## src/rtl/ggap_pkg.sv

```systemverilog
`timescale 1ns / 1ps
`default_nettype none
// ----------------------------------------------------------------------------
// ggap_pkg
// Shared types, character codes and small tables of the GGA sentence parser.
// ----------------------------------------------------------------------------
package ggap_pkg;

    // ASCII codes the front end reacts to
    localparam logic [7:0] CH_DOLLAR = 8'h24;
    localparam logic [7:0] CH_STAR   = 8'h2A;
    localparam logic [7:0] CH_CR     = 8'h0D;
    localparam logic [7:0] CH_LF     = 8'h0A;
    localparam logic [7:0] CH_COMMA  = 8'h2C;
    localparam logic [7:0] CH_DOT    = 8'h2E;
    localparam logic [7:0] CH_MINUS  = 8'h2D;
    localparam logic [7:0] CH_SOUTH  = 8'h53;
    localparam logic [7:0] CH_WEST   = 8'h57;
    localparam logic [7:0] CH_ZERO   = 8'h30;
    localparam logic [7:0] CH_NINE   = 8'h39;

    // Field numbers (commas seen) of the GGA sentence
    localparam logic [4:0] FLD_TIME    = 5'd1;
    localparam logic [4:0] FLD_LAT     = 5'd2;
    localparam logic [4:0] FLD_NS      = 5'd3;
    localparam logic [4:0] FLD_LON     = 5'd4;
    localparam logic [4:0] FLD_EW      = 5'd5;
    localparam logic [4:0] FLD_FIX     = 5'd6;
    localparam logic [4:0] FLD_SATS    = 5'd7;
    localparam logic [4:0] FLD_HDOP    = 5'd8;
    localparam logic [4:0] FLD_ALT     = 5'd9;
    localparam logic [4:0] FLD_GEOID   = 5'd11;
    localparam logic [4:0] FLD_AGE     = 5'd13;
    localparam logic [4:0] FLD_STATION = 5'd14;
    localparam logic [4:0] FLD_MAX     = 5'd31;

    localparam logic [3:0] NAME_LEN = 4'd5;
    localparam logic [3:0] POS_MAX  = 4'd15;

    // Reciprocals floor(2^32 / d) for divide by constant with one correction
    localparam logic [63:0] RECIP_1E7 = 64'd429;
    localparam logic [63:0] RECIP_1E5 = 64'd42949;
    localparam logic [63:0] RECIP_1E3 = 64'd4294967;
    localparam logic [63:0] RECIP_6   = 64'd715827882;

    // Width of the output record word; back end packs its fields from the lowest bit up
    localparam int OUT_W = 192;

    // Command kinds passed from front to back
    typedef enum logic [1:0] {
        CMD_CLEAR  = 2'd0,
        CMD_COMMIT = 2'd1,
        CMD_END    = 2'd2
    } cmd_kind_t;

    typedef struct packed {
        cmd_kind_t   kind;
        logic [4:0]  field;
        logic [31:0] acc;
        logic [2:0]  frac;
        logic        neg;
        logic        empty;
    } cmd_t;

    // Fraction digits kept per field
    function automatic logic [2:0] keep_frac(input logic [4:0] fld);
        logic [2:0] k;
        case (fld)
            5'd1:    k = 3'd3;
            5'd2:    k = 3'd5;
            5'd4:    k = 3'd5;
            5'd8:    k = 3'd2;
            5'd9:    k = 3'd2;
            5'd11:   k = 3'd2;
            5'd13:   k = 3'd2;
            default: k = 3'd0;
        endcase
        return k;
    endfunction

    // Expected sentence name "GPGGA"
    function automatic logic [7:0] name_char(input logic [3:0] pos);
        logic [7:0] ch;
        case (pos)
            4'd0:    ch = 8'h47;
            4'd1:    ch = 8'h50;
            4'd2:    ch = 8'h47;
            4'd3:    ch = 8'h47;
            4'd4:    ch = 8'h41;
            default: ch = 8'h00;
        endcase
        return ch;
    endfunction

    function automatic logic [16:0] pow10(input logic [2:0] k);
        logic [16:0] p;
        case (k)
            3'd0:    p = 17'd1;
            3'd1:    p = 17'd10;
            3'd2:    p = 17'd100;
            3'd3:    p = 17'd1000;
            3'd4:    p = 17'd10000;
            3'd5:    p = 17'd100000;
            default: p = 17'd1;
        endcase
        return p;
    endfunction

endpackage
`default_nettype wire

```

## src/rtl/ggap_front.sv

```systemverilog
`timescale 1ns / 1ps
`default_nettype none
// ----------------------------------------------------------------------------
// ggap_front
// Character front end: sentence framing, name match, field split and
// decimal accumulation. Emits one command per field end or sentence event.
// ----------------------------------------------------------------------------
module ggap_front (
    input  wire logic          clk,
    input  wire logic          rst_n,
    input  wire logic          byte_valid,
    input  wire logic [7:0]    data_byte,
    output ggap_pkg::cmd_t     cmd,
    output logic               cmd_valid
);

    logic        in_sent_reg, in_sent_next;
    logic        name_ok_reg, name_ok_next;
    logic [3:0]  pos_reg, pos_next;
    logic [4:0]  fld_reg, fld_next;
    logic        neg_reg, neg_next;
    logic [31:0] acc_reg, acc_next;
    logic [2:0]  frac_reg, frac_next;

    logic        is_digit;
    logic [35:0] acc_mul;
    logic [31:0] acc_sat;
    logic [2:0]  keep;

    assign is_digit = (data_byte >= ggap_pkg::CH_ZERO) && (data_byte <= ggap_pkg::CH_NINE);
    assign acc_mul  = {4'b0, acc_reg} * 36'd10 + 36'(data_byte - ggap_pkg::CH_ZERO);
    assign acc_sat  = (acc_mul[35:32] != 4'd0) ? 32'hFFFF_FFFF : acc_mul[31:0];
    assign keep     = ggap_pkg::keep_frac(fld_reg);

    // Command snapshot of the field being closed
    always_comb
    begin
        cmd.kind  = ggap_pkg::CMD_COMMIT;
        cmd.field = fld_reg;
        cmd.acc   = acc_reg;
        cmd.frac  = frac_reg;
        cmd.neg   = neg_reg;
        cmd.empty = (pos_reg == 4'd0);
        cmd_valid = 1'b0;

        in_sent_next = in_sent_reg;
        name_ok_next = name_ok_reg;
        pos_next     = pos_reg;
        fld_next     = fld_reg;
        neg_next     = neg_reg;
        acc_next     = acc_reg;
        frac_next    = frac_reg;

        if (byte_valid)
        begin
            if (data_byte == ggap_pkg::CH_DOLLAR)
            begin
                cmd.kind     = ggap_pkg::CMD_CLEAR;
                cmd_valid    = 1'b1;
                in_sent_next = 1'b1;
                name_ok_next = 1'b1;
                fld_next     = 5'd0;
                pos_next     = 4'd0;
                neg_next     = 1'b0;
                acc_next     = 32'd0;
                frac_next    = 3'd0;
            end
            else if (in_sent_reg)
            begin
                if (data_byte == ggap_pkg::CH_STAR || data_byte == ggap_pkg::CH_CR ||
                    data_byte == ggap_pkg::CH_LF)
                begin
                    in_sent_next = 1'b0;
                    cmd.kind     = ggap_pkg::CMD_END;
                    cmd_valid    = name_ok_reg && (fld_reg != 5'd0);
                end
                else if (fld_reg == 5'd0)
                begin
                    // Sentence name
                    if (data_byte == ggap_pkg::CH_COMMA)
                    begin
                        if (pos_reg != ggap_pkg::NAME_LEN)
                            name_ok_next = 1'b0;
                        fld_next  = 5'd1;
                        pos_next  = 4'd0;
                        neg_next  = 1'b0;
                        acc_next  = 32'd0;
                        frac_next = 3'd0;
                    end
                    else
                    begin
                        if (pos_reg >= ggap_pkg::NAME_LEN ||
                            data_byte != ggap_pkg::name_char(pos_reg))
                            name_ok_next = 1'b0;
                        if (pos_reg != ggap_pkg::POS_MAX)
                            pos_next = pos_reg + 4'd1;
                    end
                end
                else if (name_ok_reg)
                begin
                    if (data_byte == ggap_pkg::CH_COMMA)
                    begin
                        cmd_valid = 1'b1;
                        if (fld_reg != ggap_pkg::FLD_MAX)
                            fld_next = fld_reg + 5'd1;
                        pos_next  = 4'd0;
                        neg_next  = 1'b0;
                        acc_next  = 32'd0;
                        frac_next = 3'd0;
                    end
                    else
                    begin
                        if (pos_reg != ggap_pkg::POS_MAX)
                            pos_next = pos_reg + 4'd1;
                        if (is_digit)
                        begin
                            if (frac_reg == 3'd0)
                                acc_next = acc_sat;
                            else if ((frac_reg - 3'd1) < keep)
                            begin
                                acc_next  = acc_sat;
                                frac_next = frac_reg + 3'd1;
                            end
                        end
                        else if (data_byte == ggap_pkg::CH_DOT)
                        begin
                            if (frac_reg == 3'd0)
                                frac_next = 3'd1;
                        end
                        else if (fld_reg == ggap_pkg::FLD_NS)
                        begin
                            if (data_byte == ggap_pkg::CH_SOUTH)
                                neg_next = 1'b1;
                        end
                        else if (fld_reg == ggap_pkg::FLD_EW)
                        begin
                            if (data_byte == ggap_pkg::CH_WEST)
                                neg_next = 1'b1;
                        end
                        else if (data_byte == ggap_pkg::CH_MINUS)
                            neg_next = 1'b1;
                    end
                end
            end
        end
    end

    // Parser state
    always_ff @(posedge clk or negedge rst_n)
    begin
        if (!rst_n)
        begin
            in_sent_reg <= 1'b0;
            name_ok_reg <= 1'b0;
            pos_reg     <= 4'd0;
            fld_reg     <= 5'd0;
            neg_reg     <= 1'b0;
            acc_reg     <= 32'd0;
            frac_reg    <= 3'd0;
        end
        else
        begin
            in_sent_reg <= in_sent_next;
            name_ok_reg <= name_ok_next;
            pos_reg     <= pos_next;
            fld_reg     <= fld_next;
            neg_reg     <= neg_next;
            acc_reg     <= acc_next;
            frac_reg    <= frac_next;
        end
    end

    // Kept fraction digits never exceed the field's limit
    assert property (@(posedge clk) disable iff (!rst_n)
        (frac_reg != 3'd0) |-> ((frac_reg - 3'd1) <= ggap_pkg::keep_frac(fld_reg)))
        else $error("fraction count beyond kept digits");

    // Outside a sentence no command leaves except a sentence start
    assert property (@(posedge clk) disable iff (!rst_n)
        (cmd_valid && !in_sent_reg) |-> (cmd.kind == ggap_pkg::CMD_CLEAR))
        else $error("command outside a sentence");

    // A field command only follows a matched name
    assert property (@(posedge clk) disable iff (!rst_n)
        (cmd_valid && cmd.kind != ggap_pkg::CMD_CLEAR) |-> (name_ok_reg && fld_reg != 5'd0))
        else $error("field command without name match");

endmodule
`default_nettype wire

```

## config.mk

```make
export PLATFORM = sky130hd
export DESIGN_NAME = ggap_front
export DESIGN_NICKNAME = d
export VERILOG_FILES = /design/src/rtl/ggap_pkg.sv /design/src/rtl/ggap_front.sv
export SDC_FILE = /design/constraint.sdc
export NUM_CORES = 1
export LEC_CHECK = 0
export ABC_AREA = 1
export BUFFER_PORTS_ARGS = -buffer_cell sky130_fd_sc_hd__buf_2
export CAP_MARGIN = 20
export CELL_PAD_IN_SITES_DETAIL_PLACEMENT = 1
export CELL_PAD_IN_SITES_GLOBAL_PLACEMENT = 1
export CORE_UTILIZATION = 39
export DETAILED_ROUTE_END_ITERATION = 12
export PLACE_DENSITY_LB_ADDON = 0.15
export SYNTH_ARGS = -nofsm -noshare
export SYNTH_HDL_FRONTEND = slang
export SYNTH_SLANG_ARGS = --single-unit
```

## constraint.sdc

```tcl
create_clock -name clk -period 5.4 [get_ports clk]
set_input_delay 0.54 -clock clk [delete_from_list [all_inputs] [get_ports clk]]
set_output_delay 0.54 -clock clk [all_outputs]
set_load 0.01 [all_outputs]
```

Yosys cells after proc, flatten, opt, wreduce, memory -nomap -nowiden
Cells that the tools add are included.

Reductions and logical operators: 30. Add/sub/neg operators: 6. Multiplexer cells: 81. $mul: 1. Bitwise gates (word level): 0. Shift-type cells: 0. Div/mod/pow operators: 0. Equality and inequality tests: 35. Magnitude comparators: 4.

Operators with widths (count): 2-to-1 mux 32 bit (11); 2-to-1 mux 8 bit (6); equality test 8 x 6 -> 1 bit (second input constant) (5); 2-to-1 mux 5 bit (8); adder 36 bit (1); 2-to-1 mux 3 bit (12); multiplier 32 x 3 -> 35 bit (second input constant) (1); 2-to-1 mux 1 bit (31); 2-to-1 mux 4 bit (7); one-hot mux 7 bit (3 select lines) (1); equality test 5 x 4 -> 1 bit (second input constant) (4); equality test 8 x 4 -> 1 bit (second input constant) (2); equality test 8 x 7 -> 1 bit (second input constant) (2); nonzero test 4 bit (4); AND reduction 6 bit (2); nonzero test 3 bit (4); equality test 5 x 2 -> 1 bit (second input constant) (2); equality test 5 x 3 -> 1 bit (second input constant) (2); AND reduction 10 bit (1); nonzero test 5 bit (2); one-hot mux 3 bit (3 select lines) (1); AND reduction 9 bit (1); subtractor 8 x 6 -> 9 bit (second input constant) (1); equality test 4 x 2 -> 1 bit (second input constant) (2); 33 further kinds (44).

Latch bits: 0. ROM bits: 0. Memory bits (writable): 0. Bits in registers: 47. Memories: 0. Output and inout port bits: 45.

Depth between registers and ports, before layout
Depth in word-level cells: 17. Gate-level depth with buffers: 29.

Worst setup path after synthesis
Ideal clock, no wire load.

Kind: register to register. From: register acc_reg[1]. To: register acc_reg[0]. Library setup time: 0.116 ns. Data required time: 5.284 ns. Setup slack: 1.317 ns. Clock period less this slack: 4.083 ns. Path buffers: 1. Arrival time: 3.967 ns. Cell stages (with the launch flop): 26. Path through: dfrtp_1 -> ha_1 -> ha_1 -> inv_1 -> fa_1 -> o21ai_1 -> a21oi_1 -> o21ai_0 -> a21boi_1 -> o21ai_0 -> nand2_1 -> nand3_1 -> nand2_1 -> ha_1 -> nand2_1 -> inv_1 -> nand2_1 -> nor4_1 -> nand2_1 -> nand3_1 -> nand2_1 -> nor2_2 -> buf_4 -> nand4_1 -> nand2_1 -> nand2_1.

Longest elaborated chain between the ends: 13.

RTL lines: start: declaration (RTL line ggap_front.sv:22) `logic [31:0] acc_reg, acc_next;`; start signal: assignment (RTL line ggap_front.sv:168) `acc_reg <= acc_next;`; multiplier 32 x 3 -> 35 bit (*) (RTL line ggap_front.sv:31) `assign acc_mul = {4'b0, acc_reg} * 36'd10 + 36'(data_byte - ggap_pkg::CH_ZERO);`; adder 36 bit (*) (RTL line ggap_front.sv:31); nonzero test 4 bit (*) (RTL line ggap_front.sv:32) `assign acc_sat = (acc_mul[35:32] != 4'd0) ? 32'hFFFF_FFFF : acc_mul[31:0];`; 2-to-1 mux 32 bit (*) (RTL line ggap_front.sv:32); 2-to-1 mux 32 bit (RTL line ggap_front.sv:119) `else if ((frac_reg - 3'd1) < keep)`; 2-to-1 mux 32 bit (*) (RTL line ggap_front.sv:117) `if (frac_reg == 3'd0)`; 2-to-1 mux 32 bit (*) (RTL line ggap_front.sv:115) `if (is_digit)`; 2-to-1 mux 32 bit (*) (RTL line ggap_front.sv:101) `if (data_byte == ggap_pkg::CH_COMMA)`; 2-to-1 mux 32 bit (*) (RTL line ggap_front.sv:99) `else if (name_ok_reg)`; 2-to-1 mux 32 bit (*) (RTL line ggap_front.sv:77) `else if (fld_reg == 5'd0)`; 2-to-1 mux 32 bit (*) (RTL line ggap_front.sv:70) `if (data_byte == ggap_pkg::CH_STAR || data_byte == ggap_pkg::CH_CR ||`; 2-to-1 mux 32 bit (*) (RTL line ggap_front.sv:68) `else if (in_sent_reg)`; 2-to-1 mux 32 bit (*) (RTL line ggap_front.sv:56) `if (data_byte == ggap_pkg::CH_DOLLAR)`.

Mark *: on every way between the ends. The rest lies on a longest branch, timed or not. The select of a mux whose other input is x is not followed. A chain may end at the register's enable or synchronous reset.

Worst setup path after layout
From: register acc_reg[1]. To: register acc_reg[27].

Longest elaborated chain between the ends: 13.

RTL lines (RTL line): multiplier 32 x 3 -> 35 bit (*) (ggap_front.sv:31); adder 36 bit (*) (ggap_front.sv:31); nonzero test 4 bit (ggap_front.sv:32); 2-to-1 mux 32 bit (*) (ggap_front.sv:32); 2-to-1 mux 32 bit (ggap_front.sv:119); 2-to-1 mux 32 bit (*) (ggap_front.sv:117); 2-to-1 mux 32 bit (*) (ggap_front.sv:115); 2-to-1 mux 32 bit (*) (ggap_front.sv:101); 2-to-1 mux 32 bit (*) (ggap_front.sv:99); 2-to-1 mux 32 bit (*) (ggap_front.sv:77); 2-to-1 mux 32 bit (*) (ggap_front.sv:70); 2-to-1 mux 32 bit (*) (ggap_front.sv:68); 2-to-1 mux 32 bit (*) (ggap_front.sv:56).

Marks and branches as above.

==> summary.json <==
{
  "power_and_ir_drop": {
    "power_density_nw_per_um2": 178,
    "p_leak_nw": 4.70,
    "peakVddDrop_uv": 114,
    "power.total_w": 0.00142
  },
  "placement": {
    "placed_area_sq_um": 7860,
    "hpwl_um": 19200,
    "gp_routability_congestion": 0.991,
    "port_buffers": 55
  },
  "critical_path": {
    "critical_path.startpoint_type": "flip-flop",
    "cp.arrival_ns": 5.08,
    "crit_path_end_kind": "flip-flop",
    "worst-setup-path-type": "flip-flop to flip-flop",
    "reg2reg_slack_ns": 0.52,
    "critPathMaxFanout": 23,
    "cp.required_ns": 5.60
  },
  "floorplan": {
    "dieArea_sq_um": 19400,
    "die-width_um": 139,
    "fp-row-count": 49,
    "std_cell_core_area_sq_um": 18200,
    "pin_count": 56,
    "chipHeight_um": 139,
    "start_util_pct": 40.3
  },
  "timing": {
    "final_min_period_over_clock_period_pct": 90.3,
    "achievable_clock_frequency_ghz": 0.205,
    "fin_skew_ns": 0.00905,
    "relSlewSlack_pct": 27.4,
    "setup_viol_count_final": 0,
    "final_hold_viol_count": 0,
    "drv_slew": 0,
    "hold-worst-slack_ns": 0.354,
    "grt_setup_unrepaired": "false",
    "setup_tns_ns": 0,
    "tightestPinTransition_ns": 1.09,
    "period_needed_ns": 4.88
  },
  "global_route": {
    "grt_use_total_pct": 25.5,
    "overflow": 0,
    "grt_start_max_net_pins": 48,
    "first_global_vias": 8097,
    "grt_antenna_before_repair": 0,
    "first_pass_grt_wire_length_um": 39900
  },
  "yosys": {
    "muxShareOfSynthArea_pct": 0,
    "synth_top_cell_area_share_pct": 20.1,
    "synth_seq_area_share_pct": 16.0,
    "synth.cell_area_sq_um": 7340,
    "synth_top_cell_by_area": "sky130_fd_sc_hd__nand2_1",
    "synthFlopType": "sky130_fd_sc_hd__dfrtp_1",
    "synth_compound_gate_area_share_pct": 12.6,
    "synth-seq-cells": 47,
    "synthDistinctLibCells": 46,
    "synthesis.nets": 1290,
    "yosys.area_share.simple_pct": 36.0,
    "synthesis.area_per_instance_sq_um": 6.30,
    "async_reset_ff_share_pct": 100,
    "synth-edff-count": 0,
    "synth_adder_area_share_pct": 19.6,
    "synthCells": 1165,
    "yosysWarnings": 0,
    "synthXorXnorAreaFrac_pct": 6.44,
    "ys_top_cells_by_area": "sky130_fd_sc_hd__nand2_1 (20%), sky130_fd_sc_hd__ha_1 (19%), sky130_fd_sc_hd__dfrtp_1 (16%), sky130_fd_sc_hd__inv_1 (7.4%), sky130_fd_sc_hd__nor2_1 (5.5%)",
    "synth_top_family_by_area": "simple AND/OR/NAND/NOR gates"
  },
  "cts": {
    "clock_tree.buffer_depth": 2,
    "htreeDepth": 2,
    "clock_sink_count": 47,
    "cts_tree": "yes",
    "post-cts-setup-buffer-count": 0,
    "cts-hold-fix-buffers": 0,
    "post_cts.resized_instances": 0,
    "tritoncts.num_buffers": 5,
    "insertion_delay_ns": 0.31,
    "clock_pin_slew_reported_for_the_worst_setup_and_hold_paths_after_clock_tree_synthesis_ns": 0.07,
    "clock_tree.root_cell": "sky130_fd_sc_hd__clkbuf_16"
  },
  "finish": {
    "finish.instance_area_sq_um": 8000,
    "num_antenna_cells": 0,
    "synthToLayoutAreaGrowth_pct": 9.02,
    "nets": 1342,
    "final_layout_size_suffix_gt1_share_pct": 7.64,
    "fillers": 2487,
    "layout_common_cells": "sky130_fd_sc_hd__nand2_1 (393), sky130_fd_sc_hd__inv_1 (145), sky130_fd_sc_hd__ha_1 (112)",
    "layout_commonest_cell": "sky130_fd_sc_hd__nand2_1",
    "multiInputGateArea_sq_um": 5490,
    "post-route-util_pct": 44.0,
    "area.sequential_sq_um": 1180,
    "largest_register_ff_count": 32
  },
  "run_status": {
    "violations": "DRC",
    "status": "finished with violations"
  },
  "drt": {
    "drc_errors": 5,
    "drtIter0Drc": 287,
    "remaining_antenna_violation_count_after_routing": 0,
    "drt_wl_total_um": 23300,
    "drt_first_pass_iters": 11,
    "routed_wire_length_per_instance_um": 16.1,
    "via_count": 7671,
    "routed_via_density": 5.30
  },
  "job": {
    "timing.max_cap.violations": 0
  },
  "min_path": {
    "min-delay-path-class": "primary input to asynchronous set/reset pin"
  }
}
[area by class of cell]
| class | instances | share of cell area, % |
|---|---|---|
| Multi-Input combinational cell | 950 | 68.5 |
| Clock inverter | 2 | 0.156 |
| Inverter | 149 | 6.99 |
| Tap cell | 229 | 3.58 |
| Clock buffer | 6 | 1.61 |
| Timing Repair Buffer | 64 | 4.44 |
| Sequential cell | 47 | 14.7 |
[path summary, 6_finish.rpt]
check,to,startpoint,depth (start not counted)
setup / recovery,acc_reg[27],acc_reg[1],26
hold / removal,acc_reg[15],rst_n,2
setup reg to reg,acc_reg[27],acc_reg[1],26
hold reg to reg,name_ok_reg,name_ok_reg,2
max in group asynchronous,neg_reg,rst_n,2
min in group clk,in_sent_reg,byte_valid,2
[worst max-delay path, cell delays in order, from the launching register on]
cell                       delay [ns]
sky130_fd_sc_hd__dfrtp_1         0.44
sky130_fd_sc_hd__ha_1            0.30
sky130_fd_sc_hd__ha_1            0.16
sky130_fd_sc_hd__inv_1           0.05
sky130_fd_sc_hd__fa_1            0.40
sky130_fd_sc_hd__o21ai_1         0.22
sky130_fd_sc_hd__a21oi_1         0.17
sky130_fd_sc_hd__o21ai_0         0.32
sky130_fd_sc_hd__a21boi_1        0.21
sky130_fd_sc_hd__inv_1           0.12
sky130_fd_sc_hd__nand2_1         0.05
sky130_fd_sc_hd__nand2_1         0.09
sky130_fd_sc_hd__xor2_1          0.32
sky130_fd_sc_hd__ha_1            0.35
sky130_fd_sc_hd__nand2_1         0.17
sky130_fd_sc_hd__inv_1           0.06
sky130_fd_sc_hd__a21oi_1         0.17
sky130_fd_sc_hd__nand2_1         0.07
sky130_fd_sc_hd__a21oi_1         0.17
sky130_fd_sc_hd__nand2_1         0.07
sky130_fd_sc_hd__nand2_1         0.06
sky130_fd_sc_hd__nand2_1         0.05
sky130_fd_sc_hd__nor2_2          0.12
sky130_fd_sc_hd__buf_4           0.30
sky130_fd_sc_hd__nand4_1         0.16
sky130_fd_sc_hd__nand2_1         0.09
sky130_fd_sc_hd__nand2_1         0.05
[where the power goes]
group          internal [W]  switching [W]
clock              0.000172       0.000160
combinational      0.000242       0.000435
sequential         0.000381      0.0000335
[kinds of logic (layout without fill, tap and decap cells)]
family / Yosys count / in the layout
and+or+nand+nor: 623 / 623
AOI/OAI and AO/OA: 159 / 159
DFF: 47 / 47
adders and majority gates: 114 / 114
buffers and inverters: 168 / 221
xor gates and xnor gates: 54 / 54
[per-stage QoR]
step	std cells	setup slack (ns)
6_report	1447	0.523
5_1_grt	1447	0.0391
4_1_cts	1447	0.546
3_5_place_dp	1439	0.592
3_3_place_gp	1439	0.675
2_1_floorplan	1165	1.32
[synth_stat cells (3+ instances only)]
master                     instances
sky130_fd_sc_hd__ha_1            112
sky130_fd_sc_hd__o21ai_0          29
sky130_fd_sc_hd__nand4_1          42
sky130_fd_sc_hd__inv_2             4
sky130_fd_sc_hd__o211ai_1          6
sky130_fd_sc_hd__a21boi_0          3
sky130_fd_sc_hd__o21bai_1         14
sky130_fd_sc_hd__nand2_1         393
sky130_fd_sc_hd__dfrtp_1          47
sky130_fd_sc_hd__buf_4             4
sky130_fd_sc_hd__xnor2_1          25
sky130_fd_sc_hd__nor2_2            3
sky130_fd_sc_hd__buf_6             3
sky130_fd_sc_hd__o21ai_1           6
sky130_fd_sc_hd__nand3_1          36
sky130_fd_sc_hd__xor2_1           29
sky130_fd_sc_hd__nor2_4            3
sky130_fd_sc_hd__nor4_1            3
sky130_fd_sc_hd__buf_2            12
sky130_fd_sc_hd__a21o_1            5
sky130_fd_sc_hd__nand3b_1          8
sky130_fd_sc_hd__nor3_1           15
sky130_fd_sc_hd__a21oi_1          74
sky130_fd_sc_hd__nand2_2           4
sky130_fd_sc_hd__a31oi_1           6
sky130_fd_sc_hd__inv_1           145
sky130_fd_sc_hd__nor2_1          107
[layer usage]
metal	track usage, %	routed length [um]
met1	33.0	11200
met2	44.5	11000
met5	0	0
met3	3.11	714
met4	6.37	416
Note: power is estimated with default switching activity, not from simulation.
