### config.mk
export PLATFORM = sky130hd
export DESIGN_NAME = ggap_cmdq
export DESIGN_NICKNAME = d
export VERILOG_FILES = /design/src/rtl/ggap_pkg.sv /design/src/rtl/ggap_cmdq.sv
export SDC_FILE = /design/constraint.sdc
export NUM_CORES = 1
export LEC_CHECK = 0
export BUFFER_PORTS_ARGS = -buffer_cell sky130_fd_sc_hd__buf_2
export CORE_MARGIN = 2
export CORE_UTILIZATION = 56
export DETAILED_ROUTE_END_ITERATION = 12
export GPL_ROUTABILITY_DRIVEN = 0
export GPL_TIMING_DRIVEN = 0
export PLACE_DENSITY_LB_ADDON = 0.25
export SLEW_MARGIN = 10
export SYNTH_ARGS = -nofsm -noshare
export SYNTH_HDL_FRONTEND = slang
export SYNTH_SLANG_ARGS = --single-unit
### constraint.sdc
create_clock -name clk -period 8.3 [get_ports clk]
set_clock_uncertainty 0.1 [all_clocks]
set_input_delay 1.66 -clock clk [delete_from_list [all_inputs] [get_ports clk]]
set_output_delay 1.66 -clock clk [all_outputs]
set_load 0.05 [all_outputs]
### src/rtl/ggap_pkg.sv
`timescale 1ns / 1ps
`default_nettype none
// ----------------------------------------------------------------------------
// ggap_pkg
// Shared types, character codes and small tables of the GGA sentence parser.
// ----------------------------------------------------------------------------
package ggap_pkg;

    // ASCII codes the front end reacts to
    localparam logic [7:0] CH_DOLLAR = 8'h24;
    localparam logic [7:0] CH_STAR   = 8'h2A;
    localparam logic [7:0] CH_CR     = 8'h0D;
    localparam logic [7:0] CH_LF     = 8'h0A;
    localparam logic [7:0] CH_COMMA  = 8'h2C;
    localparam logic [7:0] CH_DOT    = 8'h2E;
    localparam logic [7:0] CH_MINUS  = 8'h2D;
    localparam logic [7:0] CH_SOUTH  = 8'h53;
    localparam logic [7:0] CH_WEST   = 8'h57;
    localparam logic [7:0] CH_ZERO   = 8'h30;
    localparam logic [7:0] CH_NINE   = 8'h39;

    // Field numbers (commas seen) of the GGA sentence
    localparam logic [4:0] FLD_TIME    = 5'd1;
    localparam logic [4:0] FLD_LAT     = 5'd2;
    localparam logic [4:0] FLD_NS      = 5'd3;
    localparam logic [4:0] FLD_LON     = 5'd4;
    localparam logic [4:0] FLD_EW      = 5'd5;
    localparam logic [4:0] FLD_FIX     = 5'd6;
    localparam logic [4:0] FLD_SATS    = 5'd7;
    localparam logic [4:0] FLD_HDOP    = 5'd8;
    localparam logic [4:0] FLD_ALT     = 5'd9;
    localparam logic [4:0] FLD_GEOID   = 5'd11;
    localparam logic [4:0] FLD_AGE     = 5'd13;
    localparam logic [4:0] FLD_STATION = 5'd14;
    localparam logic [4:0] FLD_MAX     = 5'd31;

    localparam logic [3:0] NAME_LEN = 4'd5;
    localparam logic [3:0] POS_MAX  = 4'd15;

    // Reciprocals floor(2^32 / d) for divide by constant with one correction
    localparam logic [63:0] RECIP_1E7 = 64'd429;
    localparam logic [63:0] RECIP_1E5 = 64'd42949;
    localparam logic [63:0] RECIP_1E3 = 64'd4294967;
    localparam logic [63:0] RECIP_6   = 64'd715827882;

    // Width of the output record word; back end packs its fields from the lowest bit up
    localparam int OUT_W = 192;

    // Command kinds passed from front to back
    typedef enum logic [1:0] {
        CMD_CLEAR  = 2'd0,
        CMD_COMMIT = 2'd1,
        CMD_END    = 2'd2
    } cmd_kind_t;

    typedef struct packed {
        cmd_kind_t   kind;
        logic [4:0]  field;
        logic [31:0] acc;
        logic [2:0]  frac;
        logic        neg;
        logic        empty;
    } cmd_t;

    // Fraction digits kept per field
    function automatic logic [2:0] keep_frac(input logic [4:0] fld);
        logic [2:0] k;
        case (fld)
            5'd1:    k = 3'd3;
            5'd2:    k = 3'd5;
            5'd4:    k = 3'd5;
            5'd8:    k = 3'd2;
            5'd9:    k = 3'd2;
            5'd11:   k = 3'd2;
            5'd13:   k = 3'd2;
            default: k = 3'd0;
        endcase
        return k;
    endfunction

    // Expected sentence name "GPGGA"
    function automatic logic [7:0] name_char(input logic [3:0] pos);
        logic [7:0] ch;
        case (pos)
            4'd0:    ch = 8'h47;
            4'd1:    ch = 8'h50;
            4'd2:    ch = 8'h47;
            4'd3:    ch = 8'h47;
            4'd4:    ch = 8'h41;
            default: ch = 8'h00;
        endcase
        return ch;
    endfunction

    function automatic logic [16:0] pow10(input logic [2:0] k);
        logic [16:0] p;
        case (k)
            3'd0:    p = 17'd1;
            3'd1:    p = 17'd10;
            3'd2:    p = 17'd100;
            3'd3:    p = 17'd1000;
            3'd4:    p = 17'd10000;
            3'd5:    p = 17'd100000;
            default: p = 17'd1;
        endcase
        return p;
    endfunction

endpackage
`default_nettype wire

### src/rtl/ggap_cmdq.sv
`timescale 1ns / 1ps
`default_nettype none
// ----------------------------------------------------------------------------
// ggap_cmdq
// Short command queue between the character front end and the record back end.
// ----------------------------------------------------------------------------
module ggap_cmdq #(
    parameter int DEPTH = 4
) (
    input  wire logic           clk,
    input  wire logic           rst_n,
    input  wire logic           push,
    input  ggap_pkg::cmd_t      push_cmd,
    input  wire logic           pop,
    output ggap_pkg::cmd_t      head_cmd,
    output logic                not_empty,
    output logic                full
);

    localparam int AW = (DEPTH > 1) ? $clog2(DEPTH) : 1;
    localparam int CW = $clog2(DEPTH + 1);

    ggap_pkg::cmd_t entry_reg [DEPTH];
    logic [AW-1:0]  wr_ptr_reg, rd_ptr_reg;
    logic [CW-1:0]  count_reg;
    logic           do_push, do_pop;

    assign full      = (count_reg == CW'(DEPTH));
    assign not_empty = (count_reg != '0);
    assign do_push   = push && !full;
    assign do_pop    = pop && not_empty;
    assign head_cmd  = entry_reg[rd_ptr_reg];

    // Entry storage
    always_ff @(posedge clk)
    begin
        if (do_push)
            entry_reg[wr_ptr_reg] <= push_cmd;
    end

    // Pointers and fill count
    always_ff @(posedge clk or negedge rst_n)
    begin
        if (!rst_n)
        begin
            wr_ptr_reg <= '0;
            rd_ptr_reg <= '0;
            count_reg  <= '0;
        end
        else
        begin
            if (do_push)
                wr_ptr_reg <= (wr_ptr_reg == AW'(DEPTH - 1)) ? '0 : wr_ptr_reg + AW'(1);
            if (do_pop)
                rd_ptr_reg <= (rd_ptr_reg == AW'(DEPTH - 1)) ? '0 : rd_ptr_reg + AW'(1);
            if (do_push && !do_pop)
                count_reg <= count_reg + CW'(1);
            else if (do_pop && !do_push)
                count_reg <= count_reg - CW'(1);
        end
    end

    assert property (@(posedge clk) disable iff (!rst_n)
        count_reg <= CW'(DEPTH))
        else $error("queue overfilled");

    assert property (@(posedge clk) disable iff (!rst_n)
        (push && full && !pop) |=> full)
        else $error("full queue lost its fill");

    assert property (@(posedge clk) disable iff (!rst_n)
        (do_pop && !do_push) |=> (count_reg == $past(count_reg) - CW'(1)))
        else $error("pop did not drain the queue");

endmodule
`default_nettype wire

After elaboration in Yosys (flattened, before gate mapping)

Memories as Yosys holds them, arrays and structs flattened.
Index checks and enable logic that the tools add are counted.

Add/subtract/negate cells: 4
Eq/ne operators: 3
Muxes and demuxes: 6
Reductions and logical operators: 9

Operators by type and width:

| kind                                                               | count |
|---|---|
| 3-bit 2-to-1 mux                                                   | 2 |
| 2-bit by 1-bit adder with 2-bit output, second input constant      | 2 |
| 2-bit == test, second input constant                               | 2 |
| 1-bit logical AND                                                  | 4 |
| 2-bit 2-to-1 mux                                                   | 2 |
| 3-bit by 1-bit adder with 3-bit output, second input constant      | 1 |
| 3-bit == test, second input constant                               | 1 |
| 1-bit zero test                                                    | 3 |
| 3-bit nonzero test                                                 | 1 |
| 3-bit by 1-bit subtractor with 3-bit output, second input constant | 1 |
| 1-bit 2-to-1 mux                                                   | 2 |
| 2-bit nonzero test                                                 | 1 |

Register bits after elaboration: 7
Bits in writable memories: 176
Input port bits: 48
Output and inout port bits: 46
Logic and storage cells: 26
Memories: 1

Memories:

| memory    | words | bits a word | read ports | clocked after Yosys merged registers in | wr ports | RTL line        | RTL |
|---|---|---|---|---|---|---|---|
| entry_reg | 4     | 44          | 1          | 0                                       | 1        | ggap_cmdq.sv:23 | `ggap_pkg::cmd_t entry_reg [DEPTH];` |

Depth between registers and ports, before layout

Gate-level depths: netlist of run 1.

Depth in word-level cells: 7
Depth in mapped cells: 8
Depth with buffers taken out: 8

Worst setup path before layout of run 1

Ideal clock, no wire load.

Path kind: in2reg
Start: input push
End: memory entry_reg[3][0] in the netlist's numbering, enable pin
Library setup time: 0.446 ns
Data arrival time: 3.569 ns
Data required time: 7.754 ns
Path slack: 4.184 ns
Cell stages on the path: 2
Cell sequence: nand2_1 > nor2_1

Longest elaborated chain between the ends: 3

Ends and longest elaborated chain:

| what                                   | RTL line        | RTL |
|---|---|---|
| from (decl)                            | ggap_cmdq.sv:12 | `input wire logic push,` |
| 1-bit logical AND                      | ggap_cmdq.sv:30 | `assign do_push = push && !full;` |
| 1-bit 2-to-1 mux                       | ggap_cmdq.sv:37 | `if (do_push)` |
| 1-bit 2-to-1 mux (implied by the code) | ggap_cmdq.sv:38 | `entry_reg[wr_ptr_reg] <= push_cmd;` |
| to (decl)                              | ggap_cmdq.sv:23 |  |

Every way passes these cells.

==> impl_results.md, run 1 <==
- Outcome: finished, final reports clean
- Leakage: 2.87 nW
- Pwr dens: 416 nW/µm²
- # DRC: 0
- Die height: 115 µm
- Die area: 13,200 µm²
- Layout Cells excl Fill: 543
- Min cycle time layout: 3.68 ns
- Mean post-synth cell area: 25.7 µm²
- Vias: 3,073
- Clock Sinks: 183
- Number of port buffers: 93
- Via/cell ratio: 5.66
- Top Ports: 94
- Least-Margin Pin Slew: 0.718 ns
- Maximum VDD drop: 0.000229 V
- Commonest non-fill, non-tap cell in the layout: edfxtp_1
- Cts repair resizes: 0
- Critical path capture point type: output pin
- Die width: 115 µm
- Family with the most delay on the worst path: buffers and inverters
- Slowest cell on crit path: mux4_2
- Setup WS post-layout: 4.62 ns
- Startpoint Class: flip-flop
- CP Buf/Inv Count: 3
- First-pass GRT wire length: 17.0 mm
- Total track usage: 18.3%
- First drt pass iteration count: 4
- Final nets: 438
- Area Overhead vs Synth: 19.1%
- Routed wl met3: 663 µm
- Placed insts: 511
- Core region area: 12,000 µm²
- Total of max-cap violations: 0
- H-tree levels: 4
- Unique masters post-synth: 21
- Hpwl dp: 7.05 mm
- DR top layer: met4
- Yosys warns: 0
- Max FO, Critical Path: 10
- Hold Fails Final Rpt: 0
- Gr ovfl total: 0
- Hold-fix buffers, CTS: 0
- Pin count of the biggest net entering global routing: 31
- Final period utilization: 44.4%
- Root Driver: clkbuf_16
- Hold slack: 0.412 ns
- Setup total negative slack: 0 ns
- Setup Fix Bufs, Post-CTS: 0
- Row count: 40
- CP Cell Sequence: buf_6 -> buf_12 -> mux4_2 -> buf_2
- Req. time, crit path: 6.54 ns
- CTS tree: done
- Pre-CTS WS: 4.96 ns
- Slew HR: 52.0%
- Vias in the first global route: 3,225
- Share of post-route cells with drive strength above 1: 45.5%
- Antenna violations before repair: 0
- Clk Latency, worst-skew pair: 0.42 ns
- Initial drt markers: 213
- WP data arrival: 1.92 ns
- Sequential share of the synthesized area: 79.5%
- DR WL/cell: 20.7 µm
- Syn Nets: 322
- RSZ-0062 raised after global routing: false
- Final Max Slew Viols: 0
- Drt total wl: 11.2 mm
- Commonest non-fill, non-tap cells in the layout: 176 x edfxtp_1, 98 x buf_2, 38 x mux4_2
- CTS buffer count: 17
- CP Class: flip-flop to output pin
- #FFs+latches synth: 183
- Antenna diodes: 0
- Met2 routed WL: 5.90 mm
- Fmax: 271 MHz
- Routed Antenna Nets: 0
- CP max stage delay: 0.51 ns
- Hold WC Path Type: flip-flop to flip-flop
- Largest buffer count on any clock path: 2
- Post-Syn Instances: 267
- Cell Area, Synth: 6870 µm²
- Initial core utilization: 57.2%
- Routed met1 length: 4.52 mm
- Clock-pin slew on the worst setup and hold paths: 0.06 ns
- Final setup viols: 0
- Largest register FFs: 176
-- cells by family after synthesis --
kind of cell	after synthesis	share of synthesized area [%]
mux	49	15.6
flops	183	79.5
fa+ha+maj	7	1.38
buf+inv	13	1.86
xor+xnor	3	0.383
simple gates	12	1.28
-- synthesized netlist by cell type --
cell type    n  area share, %
nand2_1      1          0.055
mux4_1       6            2.3
buf_12       4            1.2
buf_2        5           0.36
ha_1         6            1.1
mux4_2      38             12
nor3b_4      1           0.27
nand2_4      1           0.16
inv_1        3           0.16
xor2_1       2           0.26
dfrtp_1      7            2.6
and2_1       3           0.27
xnor2_1      1           0.13
nor2b_2      1           0.13
edfxtp_1   176             77
nor2_1       4           0.22
mux2_1       2           0.33
mux2_2       3           0.49
fa_1         1           0.29
buf_6        1           0.16
or3_4        1           0.16
-- routing by layer --
metal,vias up,track usage (%)
li1,1372,-
met5,-,0
met1,1601,22.2
met3,12,6.91
met2,88,30.5
met4,0,6.35
-- per-stage QoR --
| stage | power (W) | cell area [µm²] | utilization, % |
|---|---|---|---|
| after floorplan | 0.00235 | 6870 | - |
| after global placement | 0.00263 | 7520 | 62.6 |
| after detailed placement | 0.00266 | 7610 | 63.3 |
| after CTS | 0.00345 | 8180 | 68.1 |
| after global routing | 0.00354 | 8180 | 68.1 |
| final | 0.00340 | 8180 | 68.1 |
-- power breakdown --
part | leakage (nW) | switching (W) | internal (W) | total (W)
combinational | 0.900 | 0.000907 | 0.000442 | 0.00135
clock | 0.271 | 0.000311 | 0.000467 | 0.000778
sequential | 1.69 | 0.0000523 | 0.00122 | 0.00127
total | 2.87 | 0.00127 | 0.00213 | 0.00340
-- final timing paths --
check / from / to / slack, ns / cells past startpoint
max in group asynchronous: rst_n / rd_ptr_reg[0]$_DFFE_PN0P_ / 6.97 / 1
min reg2reg: count_reg[2]$_DFFE_PN0P_ / count_reg[2]$_DFFE_PN0P_ / 0.41 / 1
max reg2reg: count_reg[0]$_DFFE_PN0P_ / count_reg[2]$_DFFE_PN0P_ / 6.06 / 8
min: count_reg[2]$_DFFE_PN0P_ / count_reg[2]$_DFFE_PN0P_ / 0.41 / 1
min in group asynchronous: rst_n / wr_ptr_reg[1]$_DFFE_PN0P_ / 0.97 / 1
max: rd_ptr_reg[0]$_DFFE_PN0P_ / head_cmd[5] / 4.62 / 4
-- final cells by class --
type | instances | area (µm²)
Sequential cell | 183 | 5460
Fill cell | 773 | 3830
Multi-Input combinational cell | 71 | 1290
Timing Repair Buffer | 97 | 546
Clock buffer | 20 | 437
Tap cell | 147 | 184
Clock inverter | 12 | 134
Buffer | 10 | 116
Inverter | 3 | 11.3
Power figures use the tool's default switching activity.
==> run 2, diff against run 1 <==
--- a/config.mk
+++ b/config.mk
@@ -7,7 +7,7 @@
 export LEC_CHECK = 0
 export BUFFER_PORTS_ARGS = -buffer_cell sky130_fd_sc_hd__buf_2
 export CORE_MARGIN = 2
-export CORE_UTILIZATION = 56
+export CORE_UTILIZATION = 51
 export DETAILED_ROUTE_END_ITERATION = 12
 export GPL_ROUTABILITY_DRIVEN = 0
 export GPL_TIMING_DRIVEN = 0
==> constraint.sdc (replaced) <==
create_clock -name clk -period 3.23 [get_ports clk]
set_clock_uncertainty 0.1 [all_clocks]
set_input_delay 0.646 -clock clk [delete_from_list [all_inputs] [get_ports clk]]
set_output_delay 0.646 -clock clk [all_outputs]
set_load 0.05 [all_outputs]
==> run 2 against run 1 <==
Against the previous run: design area up 1.6%; sequential share of layout area down 1.1 points; sequential power rose to 2.6 times the previous value; critical path type unchanged; critical endpoint is now head_cmd[21].
==> impl_results.md, run 2 (synthesized netlist as in run 1, its figures left out) <==
- Flop2flop setup slack: 1.00 ns (was 6.06 ns)
- Root Driver: clkbuf_16 (unchanged)
- RSZ-0062 raised after global routing: false (unchanged)
- Critical path capture point type: output pin (unchanged)
- Row count: 42 (was 40)
- Share of post-route cells with drive strength above 1: 47.2% (was 45.5%)
- Vias: 3,081 (was 3,073)
- FF-to-FF Start: count_reg[0]$_DFFE_PN0P_ (unchanged)
- Initial core utilization: 52.1% (was 57.2%)
- Initial drt markers: 206 (was 213)
- Die width: 120 µm (was 115 µm)
- Die area: 14,400 µm² (was 13,200 µm²)
- Routed Antenna Nets: 0 (unchanged)
- DR WL/cell: 19.5 µm (was 20.7 µm)
- CP Buf/Inv Count: 3 (unchanged)
- Commonest non-fill, non-tap cells in the layout: 176 x edfxtp_1, 98 x buf_2, 38 x mux4_2 (unchanged)
- Pin count of the biggest net entering global routing: 28 (was 31)
- Clock-pin slew on the worst setup and hold paths: 0.06 ns (about the same)
- Cts repair resizes: 0 (unchanged)
- Die height: 120 µm (was 115 µm)
- Placement Cell Area: 7670 µm² (was 7610 µm²)
- CP Cell Sequence: buf_6 -> buf_12 -> mux4_2 -> buf_2 (unchanged)
- Largest buffer count on any clock path: 2 (unchanged)
- Final Cell Area: 8310 µm² (was 8180 µm²)
- Clk Latency, worst-skew pair: 0.42 ns (about the same)
- Vias in the first global route: 3,230 (was 3,225)
- Maximum VDD drop: 0.000668 V (was 0.000229 V)
- Slew HR: 57.9% (was 52.0%)
- Antenna violations before repair: 1 (was 0)
- Leakage: 2.91 nW (was 2.87 nW)
- Fmax: 371 MHz
- Pwr dens: 1070 nW/µm² (was 416 nW/µm²)
- Setup total negative slack: 0 ns (unchanged)
- CP max stage delay: 0.53 ns (was 0.51 ns)
- Outcome: finished, final reports clean (unchanged)
- H-tree levels: 4 (unchanged)
- First drt pass iteration count: 4 (unchanged)
- Largest register FFs: 176 (unchanged)
- Number of port buffers: 93 (unchanged)
- Startpoint Class: flip-flop (unchanged)
- Least-Margin Pin Slew: 0.631 ns (was 0.718 ns)
- Antenna diodes: 0 (unchanged)
- Via/cell ratio: 5.37 (was 5.66)
- WP data arrival: 1.95 ns (was 1.92 ns)
- Critical R2R Capture: count_reg[2]$_DFFE_PN0P_ (unchanged)
- FF-to-FF path depth: 8 (unchanged)
- Core region area: 13,200 µm² (was 12,000 µm²)
- Slowest cell on crit path: mux4_2 (unchanged)
- Worst setup path end: head_cmd[21] (was head_cmd[5])
- Area Overhead vs Synth: 21.0% (was 19.1%)
- Crit path from: rd_ptr_reg[0]$_DFFE_PN0P_ (unchanged)
- Final setup viols: 0 (unchanged)
- Total track usage: 16.9% (was 18.3%)
- Top Ports: 94 (unchanged)
- # DRC: 0 (unchanged)
- Clock Sinks: 183 (unchanged)
- Drt total wl: 11.2 mm (about the same)
- Hpwl dp: 7.07 mm (was 7.05 mm)
- Hold WC Path Type: input port to flip-flop (was flip-flop to flip-flop)
- CTS buffer count: 17 (unchanged)
- CTS tree: done (unchanged)
- Max FO, Critical Path: 10 (unchanged)
- Final nets: 440 (was 438)
- Final Max Slew Viols: 0 (unchanged)
- Min cycle time layout: 2.70 ns
- Crit path depth: 4 (unchanged)
- Commonest non-fill, non-tap cell in the layout: edfxtp_1 (unchanged)
- Power after layout: 0.00890 W (was 0.00340 W)
- First-pass GRT wire length: 17.3 mm (was 17.0 mm)
- Final period utilization: 83.5%
- Hold Fails Final Rpt: 0 (unchanged)
- CP Class: flip-flop to output pin (unchanged)
- Total of max-cap violations: 0 (unchanged)
- Gr ovfl total: 0 (unchanged)
- Family with the most delay on the worst path: buffers and inverters (unchanged)
- Req. time, crit path: 2.48 ns (was 6.54 ns)
[run 2: area by class of cell]
type                       count  area (µm²)
timing repair buffer          99         583
sequential                   183        5460
clock buffer                  17         425
tap                          176         220
fill                         933        4880
inverter                       3        11.3
multi-input combinational     71        1290
clock inverter                15         203
buffer                        10         116
[run 2: what timing repair did]
item | in CTS | in global routing
endpoints found under the hold margin | 7 | 0
buffers inserted | 0 | 0
hold buffers | 1 | 0
[run 2: per-layer routing]
layer / global-route usage (%) / vias up / routed length [µm]
li1: - / 1378 / -
met1: 20.4 / 1607 / 4600
met2: 28.3 / 77 / 5840
met3: 4.71 / 17 / 508
met4: 7.50 / 2 / 223
met5: 0 / - / 16
[run 2: report_power, final]
| group | internal [W] | switching [W] |
|---|---|---|
| sequential | 0.00314 | 0.000128 |
| clock | 0.00130 | 0.000850 |
| combinational | 0.00115 | 0.00234 |
[run 2: through the flow]
step / setup slack [ns] / cells / utilization [%] / hold slack, ns
6_report: 0.532 / 574 / 63.0 / 0.336
5_1_grt: 0.450 / 574 / 63.0 / 0.320
4_1_cts: 0.495 / 574 / 63.0 / 0.318
3_5_place_dp: 0.883 / 541 / 58.2 / 0.386
3_3_place_gp: -1.53 / 536 / 57.3 / 0.380
2_1_floorplan: 0.128 / 267 / - / 0.250
[run 2: worst min path at each step]
| stage | from | end | depth (start not counted) |
|---|---|---|---|
| after floorplan | rst_n | count_reg[0]$_DFFE_PN0P_ | 0 |
| after global placement | count_reg[2]$_DFFE_PN0P_ | count_reg[2]$_DFFE_PN0P_ | 1 |
| after detailed placement | count_reg[2]$_DFFE_PN0P_ | count_reg[2]$_DFFE_PN0P_ | 1 |
| after CTS | push_cmd[23] | entry_reg[0][23]$_DFFE_PP_ | 1 |
| after global routing | push_cmd[39] | entry_reg[1][39]$_DFFE_PP_ | 1 |
| final | push_cmd[39] | entry_reg[3][39]$_DFFE_PP_ | 1 |
==> run 3, diff against run 2 <==
--- a/config.mk
+++ b/config.mk
@@ -7,7 +7,7 @@
 export LEC_CHECK = 0
 export BUFFER_PORTS_ARGS = -buffer_cell sky130_fd_sc_hd__buf_2
 export CORE_MARGIN = 2
-export CORE_UTILIZATION = 51
+export CORE_UTILIZATION = 56
 export DETAILED_ROUTE_END_ITERATION = 12
 export GPL_ROUTABILITY_DRIVEN = 0
 export GPL_TIMING_DRIVEN = 0
==> constraint.sdc (replaced) <==
create_clock -name clk -period 2.5 [get_ports clk]
set_clock_uncertainty 0.1 [all_clocks]
set_input_delay 0.5 -clock clk [delete_from_list [all_inputs] [get_ports clk]]
set_output_delay 0.5 -clock clk [all_outputs]
set_load 0.05 [all_outputs]
==> run 3 against run 2 <==
Against the previous run: clock-buffer cell count is 2 higher; die area is 8.6% lower; sequential share of layout area fell by 1.3 points; worst setup slack lost 0.51 ns; first-iteration DRC count down 35%; via count fell by 0.52%; register-to-register slack got worse by 0.72 ns; total power increased by 34%; critical endpoint is now head_cmd[3]; largest cell class unchanged.
==> impl_results.md, run 3 (synthesized netlist as in run 1, its figures left out) <==
- Outcome: finished, final reports clean (unchanged)
- Met2 routed WL: 5.54 mm (was 5.84 mm)
- Largest register FFs: 176 (unchanged)
- Commonest non-fill, non-tap cell in the layout: edfxtp_1 (unchanged)
- Total of max-cap violations: 0 (unchanged)
- Top Ports: 94 (unchanged)
- H-tree levels: 4 (unchanged)
- Vias: 3,065 (was 3,081)
- Total track usage: 17.8% (was 16.9%)
- Least-Margin Pin Slew: 0.710 ns (was 0.631 ns)
- Antenna violations before repair: 2 (was 1)
- Share of power burned in registers: 35.3% (was 36.7%)
- Routed wl met3: 567 µm (was 508 µm)
- Hold Fails Final Rpt: 0 (unchanged)
- Cell mode on critical path: buf_12
- Hold slack: 0.189 ns (was 0.336 ns)
- Die area: 13,200 µm² (was 14,400 µm²)
- Clock-pin slew on the worst setup and hold paths: 0.06 ns (about the same)
- Setup total negative slack: 0 ns (unchanged)
- Row count: 40 (was 42)
- Gr ovfl total: 0 (unchanged)
- Hold WC Path Type: input port to flip-flop (unchanged)
- Switch Pwr: 0.00432 W (was 0.00331 W)
- CTS buffer count: 17 (unchanged)
- Via/cell ratio: 5.62 (was 5.37)
- Max FO, Critical Path: 10 (unchanged)
- DR top layer: met5 (unchanged)
- Final Max Slew Viols: 0 (unchanged)
- Hpwl dp: 6.54 mm (was 7.07 mm)
- RSZ-0062 raised after global routing: true (was false)
- Initial drt markers: 133 (was 206)
- Number of port buffers: 93 (unchanged)
- CP Buf/Inv Count: 3 (unchanged)
- Internal cell power: 0.00763 W (was 0.00559 W)
- Min cycle time layout: 2.48 ns
- Drt total wl: 10.8 mm (was 11.2 mm)
- # DRC: 0 (unchanged)
- Reg area: 5460 µm² (unchanged)
- Final period utilization: 99.2%
- Commonest non-fill, non-tap cells in the layout: 176 x edfxtp_1, 56 x buf_2, 38 x mux4_2 (was 176 x edfxtp_1, 98 x buf_2, 38 x mux4_2)
- Pin count of the biggest net entering global routing: 29 (was 28)
- CTS tree: done (unchanged)
- Final setup viols: 0 (unchanged)
- Sw frac: 36.1% (was 37.2%)
- Maximum VDD drop: 0.000739 V (was 0.000668 V)
- Slowest cell on crit path: mux4_2 (unchanged)
- Final core occ: 70.6% (was 63.0%)
- Pwr dens: 1410 nW/µm² (was 1070 nW/µm²)
- DR WL/cell: 19.8 µm (was 19.5 µm)
- Routed Antenna Nets: 0 (unchanged)
- First-pass GRT wire length: 16.5 mm (was 17.3 mm)
- Area Overhead vs Synth: 23.4% (was 21.0%)
- Clock Sinks: 183 (unchanged)
- Layout Cells excl Fill: 545 (was 574)
- Initial core utilization: 57.2% (was 52.1%)
- Startpoint Class: flip-flop (unchanged)
- Leakage: 2.96 nW (was 2.91 nW)
- Critical path capture point type: output pin (unchanged)
- Die height: 115 µm (was 120 µm)
- Req. time, crit path: 1.90 ns (was 2.48 ns)
- Placed insts: 511 (was 541)
- Family with the most delay on the worst path: multiplexers (was buffers and inverters)
- Root Driver: clkbuf_16 (unchanged)
- Share of post-route cells with drive strength above 1: 46.9% (was 47.2%)
- Fillers: 717 (was 933)
- WP data arrival: 1.88 ns (was 1.95 ns)
- Core region area: 12,000 µm² (was 13,200 µm²)
- Die width: 115 µm (was 120 µm)
- First drt pass iteration count: 4 (unchanged)
- Fmax: 403 MHz
- Routed met1 length: 4.45 mm (was 4.60 mm)
- Vias in the first global route: 3,155 (was 3,230)
- Clk pwr share: 21.9% (was 24.1%)
- Combinational share of power: 42.8% (was 39.2%)
- CP Cell Sequence: buf_12 -> buf_12 -> mux4_2 -> buf_6 (was buf_6 -> buf_12 -> mux4_2 -> buf_2)
- CP Class: flip-flop to output pin (unchanged)
- Clk Latency, worst-skew pair: 0.42 ns (about the same)
- Final nets: 440 (unchanged)
- Slew HR: 52.5% (was 57.9%)
- Area of the multi-input gates: 1290 µm² (unchanged)
- Largest buffer count on any clock path: 2 (unchanged)
- CP max stage delay: 0.55 ns (was 0.53 ns)
run 3: changes by cell type in the layout (fill, tap and decap cells not counted), moves of 2 or more:
cell	change
buf_6	+36
buf_2	-42
buf_4	+5
clkinvlp_4	+2
clkbuf_1	+2
run 3: per-stage QoR:
| stage | setup slack, ns | cell area [µm²] | power [W] |
|---|---|---|---|
| floorplan | 0.0713 | 6870 | 0.00779 |
| global placement | -0.794 | 7520 | 0.00870 |
| detailed placement | 0.263 | 7610 | 0.00882 |
| CTS | 0.000778 | 8280 | 0.0116 |
| global route | -0.0582 | 8470 | 0.0124 |
| finish | 0.0194 | 8480 | 0.0119 |
run 3: worst paths after layout:
path                                            from                         end  slack, ns  depth (start not counted)
max                        rd_ptr_reg[0]$_DFFE_PN0P_                 head_cmd[3]       0.02                          4
min                                     push_cmd[36]  entry_reg[3][36]$_DFFE_PP_       0.19                          1
max reg2reg                 count_reg[0]$_DFFE_PN0P_    count_reg[2]$_DFFE_PN0P_       0.28                          8
min reg2reg                 count_reg[2]$_DFFE_PN0P_    count_reg[2]$_DFFE_PN0P_       0.40                          1
max in group asynchronous                      rst_n   wr_ptr_reg[0]$_DFFE_PN0P_       1.79                          2
min in group asynchronous                      rst_n    count_reg[1]$_DFFE_PN0P_       0.34                          2
run 3: layout make-up:
| type | count | area share [%] |
|---|---|---|
| well taps | 147 | 2.17 |
| clock buffers | 19 | 5.11 |
| repair buffers | 99 | 9.49 |
| plain buffers | 10 | 1.59 |
| flip-flops and latches | 183 | 64.4 |
| clock inverters | 12 | 1.83 |
| diodes | 1 | 0.0295 |
| inverters | 3 | 0.133 |
| multi-input cells | 71 | 15.2 |
run 3: repair_timing:
action	CTS	global route
resized for setup	22	86
pin swaps	0	0
setup endpoints to repair	39	38
setup buffers	1	0
hold endpoints to repair	7	0
hold buffers	1	0
run 3: worst register-to-register path, cell delays in order, from the launching register on:
cell and delay, ns:
dfrtp_1 0.46, or3_4 0.43, nand2_4 0.09, ha_1 0.17
inv_1 0.06, fa_1 0.38, xor2_1 0.17, nor2_1 0.12
xor2_1 0.15
run 3: metal layers:
metal | track usage, % | up-vias
met4 | 6.83 | 2
met3 | 6.69 | 17
met2 | 28.8 | 78
li1 | - | 1374
met1 | 22.4 | 1594
met5 | 0 | -
run 3: power groups by stage:
stage / Clock [W] / Sequential [W] / Combinational, W
finish: 0.00262 / 0.00422 / 0.00511
floorplan: 0 / 0.00426 / 0.00353
global placement: 0 / 0.00429 / 0.00441
global route: 0.00279 / 0.00427 / 0.00537
CTS: 0.00266 / 0.00423 / 0.00470
detailed placement: 0 / 0.00429 / 0.00453
